## src/rtl/chrl_pkg.sv

```systemverilog
// ----------------------------------------------------------------------------
// chrl_pkg: shared types and constants for the hash ring lookup core
// Item layouts, configuration codes and the hash constants.
// ----------------------------------------------------------------------------
package chrl_pkg;

    localparam int SLOT_W = 8;                 // address bits of the ring memory
    localparam int CNT_W  = SLOT_W + 1;        // holds a slot count up to the depth
    localparam int NODE_W = 4;
    localparam int NODES  = 1 << NODE_W;
    localparam int WANT_W = 5;

    localparam logic [CNT_W-1:0]  RING_SLOTS  = CNT_W'(1 << SLOT_W);
    localparam logic [WANT_W-1:0] REPLICA_CAP = WANT_W'(16);

    localparam logic [31:0] FNV_BASIS = 32'h811C_9DC5;
    localparam logic [31:0] FNV_PRIME = 32'h0100_0193;
    localparam logic [31:0] MIX_C1    = 32'h85EB_CA6B;
    localparam logic [31:0] MIX_C2    = 32'hC2B2_AE35;

    // configuration register indexes
    localparam logic CFG_RING_ENTRIES  = 1'b0;
    localparam logic CFG_REPLICA_COUNT = 1'b1;

    // item modes
    localparam logic MODE_KEY  = 1'b0;
    localparam logic MODE_LOAD = 1'b1;

    // result status codes
    localparam logic STATUS_FOUND = 1'b0;
    localparam logic STATUS_EMPTY = 1'b1;

    typedef struct packed {
        logic              mode;
        logic [7:0]        key_byte;
        logic              last_byte;
        logic [SLOT_W-1:0] slot_index;
        logic [31:0]       slot_hash;
        logic [NODE_W-1:0] slot_node;
    } in_item_t;

    typedef struct packed {
        logic [NODE_W-1:0] replica_node;
        logic [3:0]        replica_rank;
        logic [31:0]       lookup_hash;
        logic              status;
        logic              last_result;
    } result_t;

    typedef struct packed {
        logic [CNT_W-1:0]  count;
        logic [WANT_W-1:0] want;
    } ring_cfg_t;

    typedef struct packed {
        logic              en;
        logic [SLOT_W-1:0] index;
        logic [31:0]       hash;
        logic [NODE_W-1:0] node;
    } slot_wr_t;

    typedef struct packed {
        logic        valid;
        logic [31:0] lookup_hash;
    } key_done_t;

endpackage

```

## src/rtl/chrl_hash.sv

```systemverilog
// ----------------------------------------------------------------------------
// chrl_hash: key hashing unit
// FNV-1a over the key bytes, one byte a cycle while no finaliser runs, then a three-step finaliser.
// ----------------------------------------------------------------------------
module chrl_hash
(
    input  logic                clk,
    input  logic                rst_n,
    input  logic                byte_en,
    input  logic [7:0]          key_byte,
    input  logic                last_byte,
    output logic                busy,
    output chrl_pkg::key_done_t done
);

    localparam logic [1:0] PH_IDLE = 2'd0;
    localparam logic [1:0] PH_MIX1 = 2'd1;
    localparam logic [1:0] PH_MIX2 = 2'd2;
    localparam logic [1:0] PH_FIN  = 2'd3;

    logic [1:0]  phase_reg, phase_next;
    logic [31:0] acc_reg, acc_next;
    logic [31:0] mix_reg, mix_next;
    logic [31:0] prod;

    assign prod = (acc_reg ^ {24'd0, key_byte}) * chrl_pkg::FNV_PRIME;

    always_comb
    begin
        phase_next = phase_reg;
        acc_next   = acc_reg;
        mix_next   = mix_reg;
        case (phase_reg)
            PH_IDLE:
            begin
                if (byte_en)
                begin
                    if (last_byte)
                    begin
                        acc_next   = chrl_pkg::FNV_BASIS;
                        mix_next   = prod;
                        phase_next = PH_MIX1;
                    end
                    else
                    begin
                        acc_next = prod;
                    end
                end
            end
            PH_MIX1:
            begin
                mix_next   = (mix_reg ^ (mix_reg >> 16)) * chrl_pkg::MIX_C1;
                phase_next = PH_MIX2;
            end
            PH_MIX2:
            begin
                mix_next   = (mix_reg ^ (mix_reg >> 13)) * chrl_pkg::MIX_C2;
                phase_next = PH_FIN;
            end
            PH_FIN:
            begin
                phase_next = PH_IDLE;
            end
            default:
            begin
                phase_next = PH_IDLE;
            end
        endcase
    end

    always_ff @(posedge clk or negedge rst_n)
    begin
        if (!rst_n)
        begin
            phase_reg <= PH_IDLE;
            acc_reg   <= chrl_pkg::FNV_BASIS;
        end
        else
        begin
            phase_reg <= phase_next;
            acc_reg   <= acc_next;
        end
    end

    always_ff @(posedge clk)
    begin
        mix_reg <= mix_next;
    end

    assign busy             = (phase_reg != PH_IDLE);
    assign done.valid       = (phase_reg == PH_FIN);
    assign done.lookup_hash = mix_reg ^ (mix_reg >> 16);

endmodule

```

## config.mk

```make
export PLATFORM = sky130hd
export DESIGN_NAME = chrl_hash
export DESIGN_NICKNAME = d
export VERILOG_FILES = /design/src/rtl/chrl_pkg.sv /design/src/rtl/chrl_hash.sv
export SDC_FILE = /design/constraint.sdc
export NUM_CORES = 2
export LEC_CHECK = 0
export BUFFER_PORTS_ARGS = -buffer_cell sky130_fd_sc_hd__buf_2
export CAP_MARGIN = 20
export CORE_AREA = 4 4 225 227
export CTS_CLUSTER_SIZE = 12
export DETAILED_ROUTE_END_ITERATION = 7
export DIE_AREA = 0 0 229 231
export PLACE_DENSITY = 0.71
export SKIP_LAST_GASP = 1
export SYNTH_ARGS = -nofsm -noshare
export SYNTH_HDL_FRONTEND = slang
export SYNTH_SLANG_ARGS = --single-unit
```

## constraint.sdc

```tcl
create_clock -name clk -period 7.47 [get_ports clk]
set_input_delay 1.494 -clock clk [delete_from_list [all_inputs] [get_ports clk]]
set_output_delay 1.494 -clock clk [all_outputs]
set_load 0.05 [all_outputs]
```

### Word level (Yosys, flattened, before mapping)

Cells that the tools add are included.

* register bits: 66
* input port bits: 12
* output and inout port bits: 34
* word-level logic and storage cells: 27

* $mul: 3
* equality and inequality tests: 5
* mux-type cells: 7
* bitwise gates (word level): 3
* reduce and logical (&&, ||, !) cells: 6

Operators by type and width (count)
* 32-bit 2-to-1 mux: 3
* 32-bit case mux with 3 select lines: 1
* 32-bit by 25-bit multiplier with 32-bit output, second input constant: 1
* 32-bit by 31-bit multiplier with 32-bit output, second input constant: 1
* 32-bit by 32-bit multiplier with 32-bit output, second input constant: 1
* 32-bit by 16-bit XOR with 32-bit output: 1
* 32-bit by 19-bit XOR with 32-bit output: 1
* 32-bit by 8-bit XOR with 32-bit output: 1
* 2-bit case mux with 4 select lines: 1
* 2-bit equality test, second input constant: 2
* 2-bit 2-to-1 mux: 2
* 2-bit != test, second input constant: 2
* 2-bit AND reduction: 2
* 3-bit AND reduction: 1
* 3-bit nonzero test: 1
* 2-bit by 1-bit equality test with 1-bit output, second input constant: 1
* 2-bit logical NOT: 1
* 2-bit nonzero test: 1

### Logic depth before layout (Yosys ltp)

* depth in word-level cells: 5
* gate-level depth with buffers: 27
* depth with buffers taken out: 26

### Least setup slack after synthesis

Ideal clock, no wire load.

* path type: flip-flop to flip-flop
* from: register mix_reg[26]
* to: register mix_reg[28] (data pin)
* setup time: 0.273 ns
* data arrival time: 7.367 ns
* required time: 7.197 ns
* path slack: -0.170 ns
* stages on the path, launching flop included: 25
* path buffers: 0
* period minus slack after synthesis: 7.640 ns
* cell sequence: edfxtp_1 > xor2_1 > inv_1 > fa_1 > inv_1 > fa_1 > fa_1 > inv_1 > fa_1 > inv_1 > fa_1 > fa_1 > fa_1 > inv_1 > fa_1 > inv_1 > ha_1 > nand2_1 > nor2_1 > a221oi_1 > a31oi_1 > nor4_1 > a41o_1 > o31ai_1 > o31ai_1

RTL lines
* start: declaration: line chrl_hash.sv:23 `logic [31:0] mix_reg, mix_next;`
* start signal: assignment: line chrl_hash.sv:87 `mix_reg <= mix_next;`

### Worst setup path after layout

* from: register mix_reg[27]
* to: register mix_reg[29] (data pin)

* longest elaborated chain between the ends: 3
* elaborated cells on any way between the ends: 5
* classes of those cells: 2 x mul; 1 x mux; 2 x bitwise

Ends and longest elaborated chain
* 32-bit by 19-bit XOR with 32-bit output or 32-bit by 16-bit XOR with 32-bit output (tied branches): line chrl_hash.sv:57, chrl_hash.sv:52
* 32-bit by 31-bit multiplier with 32-bit output or 32-bit by 32-bit multiplier with 32-bit output (tied branches): line chrl_hash.sv:57, chrl_hash.sv:52
* 32-bit case mux with 3 select lines *: line chrl_hash.sv:33 `case (phase_reg)`
* via mix_next[29]: line chrl_hash.sv:23

The timed path passes the listed nets; every way through them passes the cells marked *.
A chain may end at the register's enable or synchronous reset.

==> results.cfg <==
[timing]
final.setup.worst_slack_ns = 0.135
finalCritPeriodShare = 0.982
worstMarginPinSlew_ns = 1.03
worst_slew_margin_rel = 0.310
final.min_clock_period_ns = 7.34
rsz0062_at_grt = yes
setup-tns-final_ns = 0
fmaxAchievable_mhz = 136
finalSetupViolations = 0
finClkSkew_ns = 0.0110
finalHoldViolCount = 0
slew_limit_fails = 0

[synth]
synth.net_count = 3749
synth_seq_area_share = 0.0691
yosysWarningCount = 0
netlist.top_cell.by_area = sky130_fd_sc_hd__fa_1
synthTopCellsByArea = sky130_fd_sc_hd__fa_1 (35%), sky130_fd_sc_hd__ha_1 (26%), sky130_fd_sc_hd__inv_1 (12%)
synth.top_cells.by_count = sky130_fd_sc_hd__inv_1 (847), sky130_fd_sc_hd__ha_1 (544), sky130_fd_sc_hd__fa_1 (465), sky130_fd_sc_hd__xnor2_1 (119), sky130_fd_sc_hd__a21oi_1 (82)
synth_edf_count = 32
ys_ff_latch = 66
synthDistinctLibCells = 73
syn-cell-area_um2 = 26500
syn-mean-instance-area_um2 = 9.70
yosysTopAreaCellShare = 0.352
synthCells = 2728
synthMostInstantiatedCell = sky130_fd_sc_hd__inv_1
ys_async_sr_fraction = 0.515
synth-main-ff-cell = sky130_fd_sc_hd__edfxtp_1

[route]
vias = 19000
wire_per_inst_um = 21.9
detail_route.vias_per_cell = 5.52
drt_wl_total_um = 75500
first_pass_iters = 6
detail-route-antenna-nets = 0
drc = 0
drt_first_iter_violations = 1487

[worst_setup_path]
cpLargestDelayFamily = adder cells
arrival_ns = 7.47
critical_path.cell_chain = buf_4 > xor2_4 > buf_4 > fa_1 > fa_1 > fa_1 > inv_1 > fa_1 > inv_1 > fa_1 > fa_1 > fa_1 > inv_1 > fa_1 > inv_1 > ha_2 > nand2_1 > nor3_1 > o21a_1 > o41ai_4 > xnor2_1 > a32oi_1 > a21oi_1
timing.critical_path.slowest_stage_cell = sky130_fd_sc_hd__fa_1
worstPathBufferInverterCount = 6
critical_path.endpoint_type = flop
setup.reg_to_reg.worst_slack_ns = 0.13
ff2ff_path_depth = 23
timing.critical_path.from_type = flop
worstSetupPathType = reg2reg
required_worst_endpoint_ns = 7.61
rr_endpoint = mix_reg[29]$_DFFE_PP_
max_stage_delay_ns = 0.62
worst_path_most_repeated_cell = sky130_fd_sc_hd__fa_1
worstReg2RegStart = mix_reg[27]$_DFFE_PP_
worstPathMaxFanout = 6

[global_route]
grt.overflow.total = 0
grt_pass1_wl_um = 118000
grt_pass1_vias = 20800
initial_antenna_violation_count = 0
gr-usage-all-layers = 0.291
grt_max_degree = 37

[clock_network]
tritoncts = yes
ctsLongestPathBuffers = 2
worstSkewPairLatency_ns = 0.35
clock-sinks = 66
clock_tree.root_cell = sky130_fd_sc_hd__clkbuf_16
tritoncts.num_buffers = 9
cts_htree_levels = 3
clkSlewWorstSetupHoldPaths_ns = 0.06

[floorplanning]
row_count = 81
start_util = 0.544
design.core.area_um2 = 48600
dieArea_um2 = 52900
die_width_um = 229
pin_count = 46
die_span_in_y_um = 231

[layout]
insertedDiodeCount = 0
final-seq-area_um2 = 1830
fillerInstances = 4212
flow.area_growth_from_synthesis_pct = 7.34
multi_input_combinational_cell_area_um2 = 21500
postLayoutCoreUtil = 0.584
final-instance-count-excl-fill = 3450
drive_above_1_share = 0.0736
nets = 3844

[placed_design]
placement.io_buffers = 45
gp_congestion = 1.01
dp.cells = 3425
worst_slack_placed_ns = -0.167
place.detailed.hpwl_um = 67400

[run_status]
outcome = completed

[flow_run]
maxCapViolations = 0

[worst_hold_path]
timing.hold.worst_path_depth = 2
min_to = acc_reg[2]$_DFFE_PN1P_
timing.hold.worst.start = acc_reg[2]$_DFFE_PN1P_
tightest_hold_check_type = reg2reg
[layout by cell type, fill, tap and decap left out, types with 6 or more instances in the layout]
master / instances
sky130_fd_sc_hd__o22a_1: 7
sky130_fd_sc_hd__nand2_1: 56
sky130_fd_sc_hd__xnor2_2: 7
sky130_fd_sc_hd__nor3_1: 13
sky130_fd_sc_hd__dfrtp_1: 20
sky130_fd_sc_hd__nand3_1: 19
sky130_fd_sc_hd__a21o_1: 23
sky130_fd_sc_hd__inv_1: 844
sky130_fd_sc_hd__clkbuf_16: 9
sky130_fd_sc_hd__o31ai_1: 11
sky130_fd_sc_hd__o21ai_0: 56
sky130_fd_sc_hd__nor2b_1: 12
sky130_fd_sc_hd__o21a_1: 15
sky130_fd_sc_hd__a22o_1: 8
sky130_fd_sc_hd__nand4_1: 6
sky130_fd_sc_hd__xor2_2: 9
sky130_fd_sc_hd__nand2b_1: 16
sky130_fd_sc_hd__xor2_1: 61
sky130_fd_sc_hd__and2_1: 12
sky130_fd_sc_hd__buf_2: 45
sky130_fd_sc_hd__o211ai_1: 7
sky130_fd_sc_hd__mux2i_1: 6
sky130_fd_sc_hd__a211oi_1: 8
sky130_fd_sc_hd__buf_4: 80
sky130_fd_sc_hd__edfxtp_1: 32
sky130_fd_sc_hd__a221oi_1: 16
sky130_fd_sc_hd__nor2_1: 79
sky130_fd_sc_hd__or3_1: 16
sky130_fd_sc_hd__and3_1: 8
sky130_fd_sc_hd__a21oi_1: 80
sky130_fd_sc_hd__dfstp_2: 14
sky130_fd_sc_hd__xnor2_1: 112
sky130_fd_sc_hd__ha_1: 541
sky130_fd_sc_hd__fa_1: 464
sky130_fd_sc_hd__a31oi_1: 11
[worst min-delay path: cells and delay by family (launching register included)]
family           cells  cell delay, ns
DFF                  1            0.38
and+or+nand+nor      2            0.10
[kinds of logic (layout without fill, tap and decap cells)]
logic type / Yosys count / in the layout / share of synthesized area
buf+inv: 888 / 988 / 0.128
simple gates: 260 / 260 / 0.0484
mux: 6 / 6 / 0.00227
flops: 66 / 66 / 0.0691
xor+xnor: 194 / 194 / 0.0653
compound gates: 305 / 305 / 0.0777
fa+ha+maj: 1009 / 1009 / 0.609
[worst max-delay path by stage]
stage                       endpoint  cells after the start             startpoint
4_1_cts        mix_reg[30]$_DFFE_PP_                     23   mix_reg[9]$_DFFE_PP_
2_1_floorplan  mix_reg[30]$_DFFE_PP_                     23  mix_reg[29]$_DFFE_PP_
3_5_place_dp   mix_reg[31]$_DFFE_PP_                     23            key_byte[7]
5_1_grt        mix_reg[31]$_DFFE_PP_                     22  mix_reg[14]$_DFFE_PP_
3_3_place_gp   mix_reg[31]$_DFFE_PP_                     23   mix_reg[9]$_DFFE_PP_
6_report       mix_reg[29]$_DFFE_PP_                     23  mix_reg[27]$_DFFE_PP_
[timing repair]
item | in CTS | in global routing
pin swaps | 0 | 5
setup buffers | 0 | 9
resized for setup | 1 | 31
endpoints found under the setup margin | 3 | 12
hold buffers | 0 | 0
endpoints found under the hold margin | 0 | 0
[metal layers]
metal / track usage / wire length (um)
met1: 0.390 / 30700
met5: 0 / 0
met2: 0.493 / 36400
met4: 0.0869 / 2790
met3: 0.0431 / 5600
[stage by stage]
step                      hold WS (ns)  area (um2)
after floorplan                  0.441       26500
after CTS                        0.488       28100
after global placement           0.450       27800
after detailed placement         0.480       27800
final                            0.483       28400
after global routing             0.512       28400
[area by class of cell]
class | instances | share of cell area
flip-flops and latches | 66 | 0.0644
multi-input cells | 1774 | 0.757
well taps | 622 | 0.0274
inverters | 847 | 0.112
clock buffers | 10 | 0.00806
clock inverters | 6 | 0.00242
repair buffers | 125 | 0.0291
Power is not shown: default switching activity piles up to over one toggle a cycle in this logic, so the estimate is an artifact.
